## config.mk

```make
export PLATFORM = sky130hd
export DESIGN_NAME = cascaded_pid_motor_controller_core
export DESIGN_NICKNAME = d
export VERILOG_FILES = /design/src/hdl/cpmc_pkg.sv /design/src/hdl/cpmc_cfg_regs.sv /design/src/hdl/cpmc_mul.sv /design/src/hdl/cascaded_pid_motor_controller_core.sv
export SDC_FILE = /design/constraint.sdc
export NUM_CORES = 2
export LEC_CHECK = 0
export BUFFER_PORTS_ARGS = -buffer_cell sky130_fd_sc_hd__buf_2
export CAP_MARGIN = 5
export CELL_PAD_IN_SITES_DETAIL_PLACEMENT = 0
export CELL_PAD_IN_SITES_GLOBAL_PLACEMENT = 1
export CORE_MARGIN = 2
export CORE_UTILIZATION = 40
export DETAILED_ROUTE_END_ITERATION = 8
export PLACE_DENSITY_LB_ADDON = 0.05
export SETUP_SLACK_MARGIN = 0.2
export SYNTH_ARGS = -nofsm -noshare
export SYNTH_HDL_FRONTEND = slang
export SYNTH_HIERARCHICAL = 1
export SYNTH_SLANG_ARGS = --single-unit
```

## constraint.sdc

```tcl
create_clock -name clk -period 7.5 [get_ports clk]
set_input_delay 1.5 -clock clk [delete_from_list [all_inputs] [get_ports clk]]
set_output_delay 1.5 -clock clk [all_outputs]
set_load 0.02 [all_outputs]
```

## src/hdl/cpmc_pkg.sv

```systemverilog
package cpmc_pkg;

	// Default fixed-point format: Q8.8 gains, 8 fraction bits on loop values
	localparam int FRAC_BITS_DEF  = 8;
	localparam int GAIN_WIDTH_DEF = 16;

	// Operand slice width taken by the shared multiplier per step
	localparam int MUL_CHUNK = 32;

	// Fixed field and register widths
	localparam int INTEG_W     = 33;
	localparam int GAIN_REG_W  = 48;
	localparam int LIMIT_REG_W = 64;
	localparam int CFG_IDX_W   = 3;
	localparam int MODE_W      = 2;
	localparam int LOOP_W      = 2;

	// Configuration register indexes
	localparam logic [CFG_IDX_W-1:0] REG_LOOP_MODE      = 3'd0;
	localparam logic [CFG_IDX_W-1:0] REG_ANGLE_GAINS    = 3'd1;
	localparam logic [CFG_IDX_W-1:0] REG_ANGLE_LIMITS   = 3'd2;
	localparam logic [CFG_IDX_W-1:0] REG_SPEED_GAINS    = 3'd3;
	localparam logic [CFG_IDX_W-1:0] REG_SPEED_LIMITS   = 3'd4;
	localparam logic [CFG_IDX_W-1:0] REG_CURRENT_GAINS  = 3'd5;
	localparam logic [CFG_IDX_W-1:0] REG_CURRENT_LIMITS = 3'd6;

	// Loop modes
	localparam logic [MODE_W-1:0] MODE_SPEED         = 2'd0;
	localparam logic [MODE_W-1:0] MODE_ANGLE_SPEED   = 2'd1;
	localparam logic [MODE_W-1:0] MODE_SPEED_CURRENT = 2'd2;

	// Loop identifiers
	localparam logic [LOOP_W-1:0] LOOP_ANGLE   = 2'd0;
	localparam logic [LOOP_W-1:0] LOOP_SPEED   = 2'd1;
	localparam logic [LOOP_W-1:0] LOOP_CURRENT = 2'd2;

	typedef struct packed {
		logic signed [31:0] target;
		logic signed [31:0] angle_meas;
		logic signed [15:0] speed_meas;
		logic signed [15:0] current_meas;
		logic               clear;
	} tick_t;

	typedef struct packed {
		logic signed [15:0] drive;
		logic signed [31:0] outer_output;
		logic               drive_clipped;
	} result_t;

	// Settings of the loop that is running
	typedef struct packed {
		logic [GAIN_REG_W-1:0] gains;
		logic [31:0]           ilim;
		logic [30:0]           olim;
	} loop_cfg_t;

endpackage

```

## src/hdl/cpmc_cfg_regs.sv

```systemverilog
module cpmc_cfg_regs import cpmc_pkg::*; (
	input  logic                 clk,
	input  logic                 arst_n,
	input  logic                 cfg_we,
	input  logic [CFG_IDX_W-1:0] cfg_index,
	input  logic [63:0]          cfg_data,
	input  logic [LOOP_W-1:0]    sel,
	output logic [MODE_W-1:0]    mode,
	output loop_cfg_t            lcfg
);

	logic [MODE_W-1:0]      mode_q;
	logic [GAIN_REG_W-1:0]  gains_q  [3];
	logic [LIMIT_REG_W-1:0] limits_q [3];
	logic [LIMIT_REG_W-1:0] lim_sel;

	// Decode register writes; indexes past the list are dropped
	always_ff @(posedge clk or negedge arst_n) begin
		if (!arst_n) begin
			mode_q <= MODE_SPEED;
			for (int i = 0; i < 3; i++) begin
				gains_q[i]  <= '0;
				limits_q[i] <= '0;
			end
		end else if (cfg_we) begin
			case (cfg_index)
				REG_LOOP_MODE:      mode_q                <= cfg_data[MODE_W-1:0];
				REG_ANGLE_GAINS:    gains_q[LOOP_ANGLE]   <= cfg_data[GAIN_REG_W-1:0];
				REG_ANGLE_LIMITS:   limits_q[LOOP_ANGLE]  <= cfg_data;
				REG_SPEED_GAINS:    gains_q[LOOP_SPEED]   <= cfg_data[GAIN_REG_W-1:0];
				REG_SPEED_LIMITS:   limits_q[LOOP_SPEED]  <= cfg_data;
				REG_CURRENT_GAINS:  gains_q[LOOP_CURRENT] <= cfg_data[GAIN_REG_W-1:0];
				REG_CURRENT_LIMITS: limits_q[LOOP_CURRENT] <= cfg_data;
				default: ;
			endcase
		end
	end

	// Select the running loop's gains and limits
	always_comb begin
		case (sel)
			LOOP_ANGLE: begin
				lcfg.gains = gains_q[LOOP_ANGLE];
				lim_sel    = limits_q[LOOP_ANGLE];
			end
			LOOP_CURRENT: begin
				lcfg.gains = gains_q[LOOP_CURRENT];
				lim_sel    = limits_q[LOOP_CURRENT];
			end
			default: begin
				lcfg.gains = gains_q[LOOP_SPEED];
				lim_sel    = limits_q[LOOP_SPEED];
			end
		endcase
		lcfg.ilim = lim_sel[31:0];
		// Cap the output limit so the clamped output fits 32 bits signed
		lcfg.olim = lim_sel[63] ? 31'h7FFF_FFFF : lim_sel[62:32];
	end

	assign mode = mode_q;

endmodule

```

## src/hdl/cpmc_mul.sv

```systemverilog
module cpmc_mul import cpmc_pkg::*; #(
	parameter int FRAC_BITS  = FRAC_BITS_DEF,
	parameter int GAIN_WIDTH = GAIN_WIDTH_DEF,
	parameter int OP_W       = INTEG_W + FRAC_BITS_DEF + 1,
	parameter int RES_W      = GAIN_WIDTH_DEF + INTEG_W + 3
) (
	input  logic                    clk,
	input  logic                    arst_n,
	input  logic                    start,
	input  logic signed [GAIN_WIDTH-1:0] gain,
	input  logic signed [OP_W-1:0]  operand,
	output logic                    done,
	output logic signed [RES_W-1:0] result
);

	localparam int NCH    = (OP_W + MUL_CHUNK - 1) / MUL_CHUNK;
	localparam int PADW   = NCH * MUL_CHUNK;
	localparam int PROD_W = GAIN_WIDTH + MUL_CHUNK + 1;
	localparam int PW_A   = GAIN_WIDTH + PADW;
	localparam int PW_B   = RES_W + FRAC_BITS;
	localparam int PW_C   = (PW_A > PW_B) ? PW_A : PW_B;
	localparam int PW     = (PW_C > PROD_W) ? PW_C : PROD_W + 1;
	localparam int CNT_W  = $clog2(NCH + 1);

	logic signed [PADW-1:0]       op_q;
	logic signed [GAIN_WIDTH-1:0] gain_q;
	logic [CNT_W-1:0]             left_q;
	logic                         first_q;
	logic signed [PROD_W-1:0]     prod_q;
	logic                         pv_q;
	logic                         plast_q;
	logic signed [PW-1:0]         acc_q;
	logic                         done_q;
	logic signed [MUL_CHUNK:0]    chunk;
	logic signed [PW-1:0]         shifted;

	// Top slice carries the sign, lower slices are unsigned
	assign chunk = $signed({first_q & op_q[PADW-1], op_q[PADW-1 -: MUL_CHUNK]});

	// Step control
	always_ff @(posedge clk or negedge arst_n) begin
		if (!arst_n) begin
			left_q  <= '0;
			pv_q    <= 1'b0;
			plast_q <= 1'b0;
			done_q  <= 1'b0;
		end else begin
			done_q <= pv_q & plast_q;
			if (start) begin
				left_q <= CNT_W'(NCH);
				pv_q   <= 1'b0;
			end else if (left_q != '0) begin
				left_q  <= left_q - CNT_W'(1);
				pv_q    <= 1'b1;
				plast_q <= (left_q == CNT_W'(1));
			end else begin
				pv_q <= 1'b0;
			end
		end
	end

	// Multiply one slice, then fold it into the accumulator, top slice first
	always_ff @(posedge clk) begin
		if (start) begin
			op_q    <= PADW'(operand);
			gain_q  <= gain;
			first_q <= 1'b1;
			acc_q   <= '0;
		end else begin
			if (left_q != '0) begin
				prod_q  <= gain_q * chunk;
				op_q    <= op_q << MUL_CHUNK;
				first_q <= 1'b0;
			end
			if (pv_q) begin
				acc_q <= (acc_q <<< MUL_CHUNK) + PW'(prod_q);
			end
		end
	end

	// Drop the fraction bits, rounding toward minus infinity
	assign shifted = acc_q >>> FRAC_BITS;
	assign result  = shifted[RES_W-1:0];
	assign done    = done_q;

endmodule

```

## src/hdl/cascaded_pid_motor_controller_core.sv

```systemverilog
// Cascaded positional PID controller. Each tick word runs the speed loop
// alone, angle into speed, or speed into current, as loop_mode selects; loop
// values carry FRAC_BITS fraction bits and gains are signed fixed point of
// GAIN_WIDTH bits. All products go through one shared multiplier that takes a
// 32-bit slice of its operand per cycle, the operand being split into
// N = ceil((FRAC_BITS + 34) / 32) slices. tick_ready is high only between
// ticks. The result word sits in an output register, so the next tick is
// taken while it waits.
module cascaded_pid_motor_controller_core import cpmc_pkg::*; #(
	parameter int FRAC_BITS  = FRAC_BITS_DEF,
	parameter int GAIN_WIDTH = GAIN_WIDTH_DEF
) (
	input  logic                 clk,
	input  logic                 arst_n,
	input  logic                 tick_valid,
	output logic                 tick_ready,
	input  tick_t                tick,
	output logic                 result_valid,
	input  logic                 result_ready,
	output result_t              result,
	input  logic                 cfg_we,
	input  logic [CFG_IDX_W-1:0] cfg_index,
	input  logic [63:0]          cfg_data
);

	// Error, error difference and term/sum widths
	localparam int EW = INTEG_W + FRAC_BITS;
	localparam int DW = EW + 1;
	localparam int VW = GAIN_WIDTH + INTEG_W + 3;
	localparam int GX = 3 * GAIN_WIDTH + GAIN_REG_W;

	localparam logic [3:0] S_IDLE   = 4'd0;
	localparam logic [3:0] S_ERR    = 4'd1;
	localparam logic [3:0] S_DIFF   = 4'd2;
	localparam logic [3:0] S_WP     = 4'd3;
	localparam logic [3:0] S_IISS   = 4'd4;
	localparam logic [3:0] S_WI     = 4'd5;
	localparam logic [3:0] S_DISS   = 4'd6;
	localparam logic [3:0] S_WD     = 4'd7;
	localparam logic [3:0] S_OSUM   = 4'd8;
	localparam logic [3:0] S_OCLAMP = 4'd9;
	localparam logic [3:0] S_DRIVE  = 4'd10;
	localparam logic [3:0] S_PUT    = 4'd11;

	logic [3:0]                state_q;
	logic signed [31:0]        tgt_q;
	logic signed [31:0]        ang_q;
	logic signed [15:0]        spd_q;
	logic signed [15:0]        cur_q;
	logic [LOOP_W-1:0]         cur_loop_q;
	logic [LOOP_W-1:0]         next_loop_q;
	logic                      cascade_q;
	logic                      on_inner_q;
	logic signed [EW-1:0]      err_q;
	logic signed [DW-1:0]      diff_q;
	logic signed [VW-1:0]      p_q;
	logic signed [VW-1:0]      pd_q;
	logic signed [VW-1:0]      sum_q;
	logic signed [31:0]        outer_q;
	logic signed [31:0]        inner_q;
	logic signed [INTEG_W-1:0] integ_q    [3];
	logic signed [EW-1:0]      last_err_q [3];
	result_t                   pend_q;
	result_t                   res_q;
	logic                      res_valid_q;

	logic [MODE_W-1:0]             mode;
	loop_cfg_t                     lcfg;
	logic [GX-1:0]                 gext;
	logic signed [GAIN_WIDTH-1:0]  mul_gain;
	logic signed [DW-1:0]          mul_op;
	logic                          mul_start;
	logic                          mul_done;
	logic signed [VW-1:0]          mul_res;
	logic signed [EW-1:0]          meas_sc;
	logic signed [EW-1:0]          loop_tgt;
	logic signed [EW-1:0]          err_nxt;
	logic signed [DW-1:0]          diff_nxt;
	logic signed [INTEG_W-1:0]     integ_cur;
	logic signed [EW-1:0]          last_cur;
	logic signed [VW-1:0]          ilim_v;
	logic signed [VW-1:0]          olim_v;
	logic signed [VW-1:0]          integ_clamp;
	logic signed [VW-1:0]          out_clamp;
	logic signed [32:0]            inner_w;
	logic signed [32:0]            bias;
	logic signed [32:0]            whole;
	logic signed [15:0]            drive_sat;
	logic                          drive_clip;

	cpmc_cfg_regs u_regs (
		.clk       (clk),
		.arst_n    (arst_n),
		.cfg_we    (cfg_we),
		.cfg_index (cfg_index),
		.cfg_data  (cfg_data),
		.sel       (cur_loop_q),
		.mode      (mode),
		.lcfg      (lcfg)
	);

	cpmc_mul #(
		.FRAC_BITS  (FRAC_BITS),
		.GAIN_WIDTH (GAIN_WIDTH),
		.OP_W       (DW),
		.RES_W      (VW)
	) u_mul (
		.clk     (clk),
		.arst_n  (arst_n),
		.start   (mul_start),
		.gain    (mul_gain),
		.operand (mul_op),
		.done    (mul_done),
		.result  (mul_res)
	);

	// Measured value of the running loop, scaled to loop format
	always_comb begin
		case (cur_loop_q)
			LOOP_ANGLE:   meas_sc = EW'(ang_q) <<< FRAC_BITS;
			LOOP_CURRENT: meas_sc = EW'(cur_q) <<< FRAC_BITS;
			default:      meas_sc = EW'(spd_q) <<< FRAC_BITS;
		endcase
	end

	// Inner loop follows the outer output, otherwise the scaled setpoint
	assign loop_tgt  = on_inner_q ? EW'(outer_q) : (EW'(tgt_q) <<< FRAC_BITS);
	assign err_nxt   = loop_tgt - meas_sc;
	assign integ_cur = integ_q[cur_loop_q];
	assign last_cur  = last_err_q[cur_loop_q];
	assign diff_nxt  = DW'(err_q) - DW'(last_cur);

	// Gains: bits past the register read as zero
	assign gext = {{(3 * GAIN_WIDTH){1'b0}}, lcfg.gains};

	always_comb begin
		case (state_q)
			S_IISS:  mul_gain = $signed(gext[GAIN_WIDTH +: GAIN_WIDTH]);
			S_DISS:  mul_gain = $signed(gext[2 * GAIN_WIDTH +: GAIN_WIDTH]);
			default: mul_gain = $signed(gext[0 +: GAIN_WIDTH]);
		endcase
	end

	assign mul_op    = (state_q == S_DISS) ? diff_q : DW'(err_q);
	assign mul_start = (state_q == S_DIFF) || (state_q == S_IISS) || (state_q == S_DISS);

	// Symmetric clamps
	assign ilim_v = $signed(VW'(lcfg.ilim));
	assign olim_v = $signed(VW'(lcfg.olim));

	always_comb begin
		if (sum_q > ilim_v) begin
			integ_clamp = ilim_v;
		end else if (sum_q < -ilim_v) begin
			integ_clamp = -ilim_v;
		end else begin
			integ_clamp = sum_q;
		end
		if (sum_q > olim_v) begin
			out_clamp = olim_v;
		end else if (sum_q < -olim_v) begin
			out_clamp = -olim_v;
		end else begin
			out_clamp = sum_q;
		end
	end

	// Truncate toward zero, then saturate to 16 bits
	assign inner_w = 33'(inner_q);
	assign bias    = inner_q[31] ? ((33'sd1 <<< FRAC_BITS) - 33'sd1) : 33'sd0;
	assign whole   = (inner_w + bias) >>> FRAC_BITS;

	always_comb begin
		if (whole > 33'sd32767) begin
			drive_sat  = 16'sh7FFF;
			drive_clip = 1'b1;
		end else if (whole < -33'sd32768) begin
			drive_sat  = -16'sh8000;
			drive_clip = 1'b1;
		end else begin
			drive_sat  = whole[15:0];
			drive_clip = 1'b0;
		end
	end

	// Sequencer and loop state
	always_ff @(posedge clk or negedge arst_n) begin
		if (!arst_n) begin
			state_q     <= S_IDLE;
			res_valid_q <= 1'b0;
			cur_loop_q  <= LOOP_SPEED;
			next_loop_q <= LOOP_SPEED;
			cascade_q   <= 1'b0;
			on_inner_q  <= 1'b0;
			for (int i = 0; i < 3; i++) begin
				integ_q[i]    <= '0;
				last_err_q[i] <= '0;
			end
		end else begin
			// Raise result valid when a word lands, drop it once taken
			if (state_q == S_PUT && (!res_valid_q || result_ready)) begin
				res_valid_q <= 1'b1;
			end else if (res_valid_q && result_ready) begin
				res_valid_q <= 1'b0;
			end
			case (state_q)
				S_IDLE: begin
					if (tick_valid) begin
						on_inner_q <= 1'b0;
						if (tick.clear) begin
							for (int i = 0; i < 3; i++) begin
								integ_q[i]    <= '0;
								last_err_q[i] <= '0;
							end
							state_q <= S_PUT;
						end else begin
							case (mode)
								MODE_ANGLE_SPEED: begin
									cur_loop_q  <= LOOP_ANGLE;
									next_loop_q <= LOOP_SPEED;
									cascade_q   <= 1'b1;
								end
								MODE_SPEED_CURRENT: begin
									cur_loop_q  <= LOOP_SPEED;
									next_loop_q <= LOOP_CURRENT;
									cascade_q   <= 1'b1;
								end
								default: begin
									cur_loop_q  <= LOOP_SPEED;
									next_loop_q <= LOOP_SPEED;
									cascade_q   <= 1'b0;
								end
							endcase
							state_q <= S_ERR;
						end
					end
				end
				S_ERR:  state_q <= S_DIFF;
				S_DIFF: state_q <= S_WP;
				S_WP: begin
					if (mul_done) begin
						state_q <= S_IISS;
					end
				end
				S_IISS: state_q <= S_WI;
				S_WI: begin
					if (mul_done) begin
						state_q <= S_DISS;
					end
				end
				S_DISS: begin
					integ_q[cur_loop_q] <= integ_clamp[INTEG_W-1:0];
					state_q             <= S_WD;
				end
				S_WD: begin
					if (mul_done) begin
						state_q <= S_OSUM;
					end
				end
				S_OSUM: state_q <= S_OCLAMP;
				S_OCLAMP: begin
					last_err_q[cur_loop_q] <= err_q;
					if (cascade_q && !on_inner_q) begin
						cur_loop_q <= next_loop_q;
						on_inner_q <= 1'b1;
						state_q    <= S_ERR;
					end else begin
						state_q <= S_DRIVE;
					end
				end
				S_DRIVE: state_q <= S_PUT;
				S_PUT: begin
					if (!res_valid_q || result_ready) begin
						state_q <= S_IDLE;
					end
				end
				default: state_q <= S_IDLE;
			endcase
		end
	end

	// Datapath registers
	always_ff @(posedge clk) begin
		case (state_q)
			S_IDLE: begin
				if (tick_valid) begin
					tgt_q   <= tick.target;
					ang_q   <= tick.angle_meas;
					spd_q   <= tick.speed_meas;
					cur_q   <= tick.current_meas;
					outer_q <= '0;
					pend_q  <= '0;
				end
			end
			S_ERR:  err_q  <= err_nxt;
			S_DIFF: diff_q <= diff_nxt;
			S_WP: begin
				if (mul_done) begin
					p_q <= mul_res;
				end
			end
			S_WI: begin
				if (mul_done) begin
					sum_q <= VW'(integ_cur) + mul_res;
				end
			end
			S_WD: begin
				if (mul_done) begin
					pd_q <= p_q + mul_res;
				end
			end
			S_OSUM: sum_q <= pd_q + VW'(integ_cur);
			S_OCLAMP: begin
				if (cascade_q && !on_inner_q) begin
					outer_q <= out_clamp[31:0];
				end else begin
					inner_q <= out_clamp[31:0];
				end
			end
			S_DRIVE: begin
				pend_q.drive         <= drive_sat;
				pend_q.outer_output  <= outer_q;
				pend_q.drive_clipped <= drive_clip;
			end
			S_PUT: begin
				if (!res_valid_q || result_ready) begin
					res_q <= pend_q;
				end
			end
			default: ;
		endcase
	end

	assign tick_ready   = (state_q == S_IDLE);
	assign result_valid = res_valid_q;
	assign result       = res_q;

	// The shared multiplier only finishes while the sequencer waits for it
	a_mul_done_in_wait: assert property (@(posedge clk) disable iff (!arst_n)
		mul_done |-> (state_q == S_WP || state_q == S_WI || state_q == S_WD))
		else $error("multiplier done outside a wait state");

	// A clear word wipes every loop's integral and last error
	a_clear_wipes: assert property (@(posedge clk) disable iff (!arst_n)
		(tick_valid && tick_ready && tick.clear) |=>
		(integ_q[0] == '0 && integ_q[1] == '0 && integ_q[2] == '0 &&
		 last_err_q[0] == '0 && last_err_q[1] == '0 && last_err_q[2] == '0))
		else $error("clear word left loop state behind");

	// A finished word lands in the output register and frees the input side
	a_put_lands: assert property (@(posedge clk) disable iff (!arst_n)
		(state_q == S_PUT && (!result_valid || result_ready)) |=>
		(result_valid && tick_ready))
		else $error("finished word not delivered");

endmodule

```

; Word-level counts from Yosys, hierarchy flattened
; Cells that the tools add are included.
[totals]
register_bits = 1263
latch_bits = 0
ram_bits = 0
rom_bits = 0
input_bits = 169
out_inout_bits = 51
elab_cells = 207
n_memories = 0
[classes]
add_sub_neg = 10
n_mul = 1
div = 0
n_lt_le_gt_ge = 8
n_eq_ne = 29
shifts = 0
n_mux = 67
n_bitwise = 6
reduce_logical = 41
[ops]
columns = cell, n
row1 = two-way mux 123 bit, 2
row2 = case mux 123 bit (2 select lines), 1
row3 = two-way mux 99 bit, 2
row4 = case mux 99 bit (2 select lines), 1
row5 = two-way mux 33 bit, 5
row6 = two-way mux 41 bit, 4
row7 = two-way mux 32 bit, 4
row8 = two-way mux 64 bit, 2
row9 = case mux 64 bit (2 select lines), 1
row10 = bitwise mux 123 bit, 1
row11 = < comparator 52 bit, 2
row12 = case mux 52 bit (2 select lines), 1
row13 = bitwise mux 99 bit, 1
row14 = case mux 49 bit (2 select lines), 1
row15 = case mux 48 bit (2 select lines), 1
row16 = binary-select mux 41 bit (select 2 bit), 1
row17 = demux 41 bit (select 2 bit), 1
row18 = case mux 41 bit (2 select lines), 1
row19 = binary-select mux 33 bit (select 2 bit), 1
row20 = demux 33 bit (select 2 bit), 1
row21 = case mux 32 bit (2 select lines), 1
row22 = adder 60 x 49 -> 60 bit, 1
row23 = adder 33 x 52 -> 52 bit, 1
row24 = adder 52 x 33 -> 52 bit, 1
row25 = 53 further kinds, 124

; Depth between registers and ports, before layout
[logic_depth]
ltp_word = 9
depth_mapped = 28
mapped_depth_nobuf = 25

; Cells and area by module
; The synthesis kept the hierarchy.
[by_module_without_submodules]
columns = module, instances, cells_per_inst, area_per_inst_um2, seq_area_each_um2
row1 = cascaded_pid_motor_controller_core, 1, 4292, 44432.6, 20757.4
row2 = cpmc_mul, 1, 2750, 26783.2, 5220.0
row3 = cpmc_cfg_regs, 1, 1092, 14998.1, 8458.1

; Least setup slack after synthesis
; OpenSTA, ideal clock, no wires.
[synth_path]
kind = register to register
start = register cur_loop_q[0]
end = register outer_q[12], data pin
t_arrival_ps = 6750
required_time_ps = 7220
slack_ps = 470
path_stages_with_launch = 25
path_buffers = 5
path_cell_list = dfstp_2 > clkbuf_1 > mux2i_1 > clkbuf_1 > nand2_1 > nor3_4 > nand4_4 > or2_4 > or4_4 > buf_6 > or3_4 > or3_4 > or3_4 > xnor2_1 > ha_1 > a21o_1 > a21oi_1 > o221a_2 > o21bai_1 > a211oi_1 > mux2i_1 > buf_1 > clkbuf_1 > mux2i_1 > a221oi_1
[synth_lines]
columns = element, line_no
row1 = from (decl), cascaded_pid_motor_controller_core.sv:50  ; logic [LOOP_W-1:0] cur_loop_q;
row2 = from (signal assigned), cascaded_pid_motor_controller_core.sv:264  ; cur_loop_q <= next_loop_q;
row3 = to (signal assigned), cascaded_pid_motor_controller_core.sv:315  ; outer_q <= out_clamp[31:0];
row4 = to (decl), cascaded_pid_motor_controller_core.sv:59  ; logic signed [31:0] outer_q;

==> summary.md <==
| Metric | Value |
|---|---|
| Status | `completed` |
| Number of synthesized flops with an enable pin | `between 600 and 700` |
| Asr flop ratio synth | `45.6%` |
| Worst reg2reg startpoint | `cur_loop_q[1]` |
| Initial antenna violation count | `23` |
| Flops & latches, synth | `1263` |
| Root Driver | `clkbuf_16` |
| RSZ-0062 raised after global routing | `false` |
| Final WS setup | `about 0.47 ns` |
| Max_cap viols | `0` |
| Placed Instances | `11000` |
| Post-synthesis sequential area ratio | `39.9%` |
| Hold Vio Cnt, Final | `0` |
| Remaining Overflow, GRT | `0` |
| Slew Limit Headroom | `between 10% and 20%` |
| Part of the cycle the worst path needs | `between 90% and 100%` |
| Reg-to-reg slack, setup | `between 0.4 and 0.5 ns` |
| Vias in the first global route | `~63000` |
| RR Endpoint | `inner_q[5]` |
| Layout filler cell count | `20400` |
| Busiest grt layer | `met2` |
| Setup Skew | `about 0.043 ns` |
| Total global-route track usage | `roughly 25%` |
| Grt met1 use | `a little over a third` |
| Cells after Synth | `approximately 8000` |
| Hold Path End | `result[5]` |
| DR vias/cell | `5.48` |
| Slew Limit Fails | `0` |
| Max Clk Rate | `~140 MHz` |
| Mapped Avg Cell Area | `around 11 um^2` |
| Dominant synthesized flop cell | `edfxtp_1` |
| CTS buffer count | `~150` |
| DRT iter0 DRCs | `between 4000 and 5000` |
| Max FO, Critical Path | `25` |
| Final ANT Viol Nets | `0` |
| Worst setup SP type | `flop` |
| Slew @ Worst Pin | `about 1.3 ns` |
| Clock transition at the registers of the reported paths | `around 0.060 ns` |
| Worst Setup End Kind | `flop` |
| Clk sinks | `1263` |
| Most frequent cells in the layout | `nand2_1 (857), inv_1 (762), edfxtp_1 (626)` |
| Hold WC Path Type | `flop to flop` |
| Synth warnings | `6` |
| I/O pin count | `220` |
| Deepest level of the CTS H-tree | `4` |
| Starting Density | `between 40% and 50%` |
| CP arrival | `7.51 ns` |
| Number of setup violations in the final report | `0` |
| Largest net degree at the start of global routing | `roughly 170` |
| Post-detail-place hpwl | `roughly 210000 um` |
| GR Util met2 | `between 40% and 50%` |
| Vias | `roughly 62000` |
| Synth-to-Final Area Change | `12.1%` |
| Commonest non-fill, non-tap cell in the layout | `nand2_1` |
| Worst R2R Path Depth | `25` |
| Rows | `170` |
| Mapped cell area | `between 80000 and 90000 um^2` |
| First-pass detailed-route iteration total | `5` |
| Worst skew pair latency | `0.83 ns` |
| Share of layout cells above drive strength 1 | `15.2%` |
| Die Ht | `468 um` |
| Clk buf depth | `3` |
| Global placer's final weighted congestion | `~0.9` |
| Required time at the worst-slack endpoint | `between 7 and 8 ns` |
| DIE AREA | `219000 um^2` |
| Syn_nets | `9304` |
| CTS tree | `built` |
| Met3 Use GR | `under 10%` |
| Hold_sp | `pend_q[5]` |
| Crit Path Class | `flop to flop` |
| Hold path depth | `0` |
| Fin crit period | `about 7 ns` |
| Final Non-Filler Cells | `11300` |
| Die width | `468 um` |
| Netlist cell types | `about 110` |
| IO Port Bufs | `219` |
| Fin nets | `9510` |
| Setup WS pre-CTS | `-0.607 ns` |
| Total routed wirelength | `around 280000 um` |
| Remaining DRCs | `0` |
| Core area | `between 200000 and 250000 um^2` |
| WL/cell | `24.5 um` |
| First-pass GRT wire length | `around 420000 um` |
-- critical path, cell delays in order (launching register included) --
cell      delay [ns]
dfrtp_4         0.49
mux2_2          0.37
mux2i_4         0.18
buf_4           0.17
buf_4           0.15
nand2_1         0.12
inv_1           0.10
nand3_1         0.14
or4_1           0.52
or4_4           0.49
or3_4           0.42
or3_4           0.37
or3_4           0.36
xnor2_1         0.26
ha_1            0.30
a21o_1          0.19
a21oi_4         0.25
o221a_2         0.24
o21bai_2        0.14
a211oi_2        0.22
buf_4           0.16
mux2i_4         0.23
buf_12          0.23
buf_4           0.19
mux2i_1         0.25
a22oi_1         0.14
-- through the flow --
| step | hold WS [ns] | utilization [%] | area, um^2 | TNS [ns] |
|---|---|---|---|---|
| after floorplan | 0.400 | - | 86200 | 0 |
| after global placement | 0.402 | 42.5 | 91100 | -28.25 |
| after detailed placement | 0.405 | 42.5 | 91100 | -29.37 |
| after CTS | 0.413 | 44.9 | 96200 | 0 |
| after global routing | 0.420 | 45.1 | 96600 | 0 |
| final | 0.416 | 45.1 | 96600 | 0 |
-- worst max-delay path by stage --
stage | startpoint | to | cells past startpoint | slack [ns]
3_3_place_gp | cur_loop_q[1] | outer_q[25] | 21 | -0.58
4_1_cts | cur_loop_q[1] | inner_q[30] | 25 | 0.20
6_report | cur_loop_q[1] | inner_q[5] | 25 | 0.47
5_1_grt | cur_loop_q[0] | integ_q[89] | 29 | 0.19
3_5_place_dp | cur_loop_q[1] | outer_q[25] | 21 | -0.61
2_1_floorplan | cur_loop_q[0] | outer_q[12] | 24 | 0.47
-- cell usage after synthesis, types with 48 or more instances --
cell type    n  share of area, %
nand2_1    858               3.7
inv_1      763               3.3
edfxtp_1   626                22
dfrtp_1    574                17
fa_1       505                12
ha_1       496               7.2
mux2_2     453               5.9
o21ai_0    415               2.4
a21oi_1    360               2.1
nor2_1     360               1.6
clkbuf_1   305               1.3
mux2i_1    283               3.3
and2_1     266               1.9
xnor2_1    209               2.1
a21o_1     200               1.7
nand3_1    111              0.64
xor2_1      95              0.97
a22o_1      83              0.84
a22oi_1     80              0.70
and3_1      77              0.56
nand4_1     72              0.52
nor3_1      70              0.41
buf_4       63              0.55
nor2b_1     63              0.46
dfxtp_1     61               1.4
nand2b_1    61              0.44
a211oi_1    48              0.42
-- kinds of logic (layout without fill, tap and decap cells) --
logic type / Yosys count / in the layout / synth area share (%)
simple gates: 2079 / 2079 / 11.5
compound gates: 1544 / 1544 / 11.7
flops: 1263 / 1263 / 39.9
buf+inv: 1201 / 1533 / 5.57
fa+ha+maj: 1001 / 1001 / 18.9
mux: 742 / 742 / 9.28
xor+xnor: 304 / 304 / 3.09
other cells: 0 / 13 / 0
-- registers in the layout, summed over array words and instances (netlist names), 41 cells and up --
register,flops
u_mul/acc_q,60
diff_q,42
result,49
u_mul/prod_q,49
p_q,52
err_q,41
sum_q,52
u_regs/gains_q,144
u_mul/op_q,64
pend_q,49
pd_q,52
u_regs/limits_q,192
last_err_q,123
integ_q,99
-- what timing repair did --
item / 4_1_cts / 5_1_grt
cloned: 0 / 2
resized for setup: 4 / 11
hold buffers: 0 / 0
pin swaps: 2 / 1
endpoints found under the hold margin: 0 / 0
setup endpoints to repair: 64 / 150
setup buffers: 6 / 27
-- layout make-up --
cell class	count	area, um^2	area share (%)
antenna	13	32.5	0.0337
timing repair buffer	490	3480	3.60
multi-input combinational	5670	47200	48.9
sequential	1263	34400	35.6
tap	2838	3550	3.67
inverter	766	2880	2.98
clock inverter	80	905	0.936
clock buffer	197	4120	4.26
-- routing by layer --
layer / up-vias / routed length [um] / part of all wire (%)
met2: 1433 / 127000 / 46
met3: 339 / 13700 / 4.9
met1: 31500 / 128000 / 46
li1: 28600 / - / -
met4: 16 / 8290 / 3.0
met5: - / 104 / 0.037
Power is left out: the tool's default activity adds up to more than one toggle a clock period on the data nets, which glitch-free logic cannot reach.
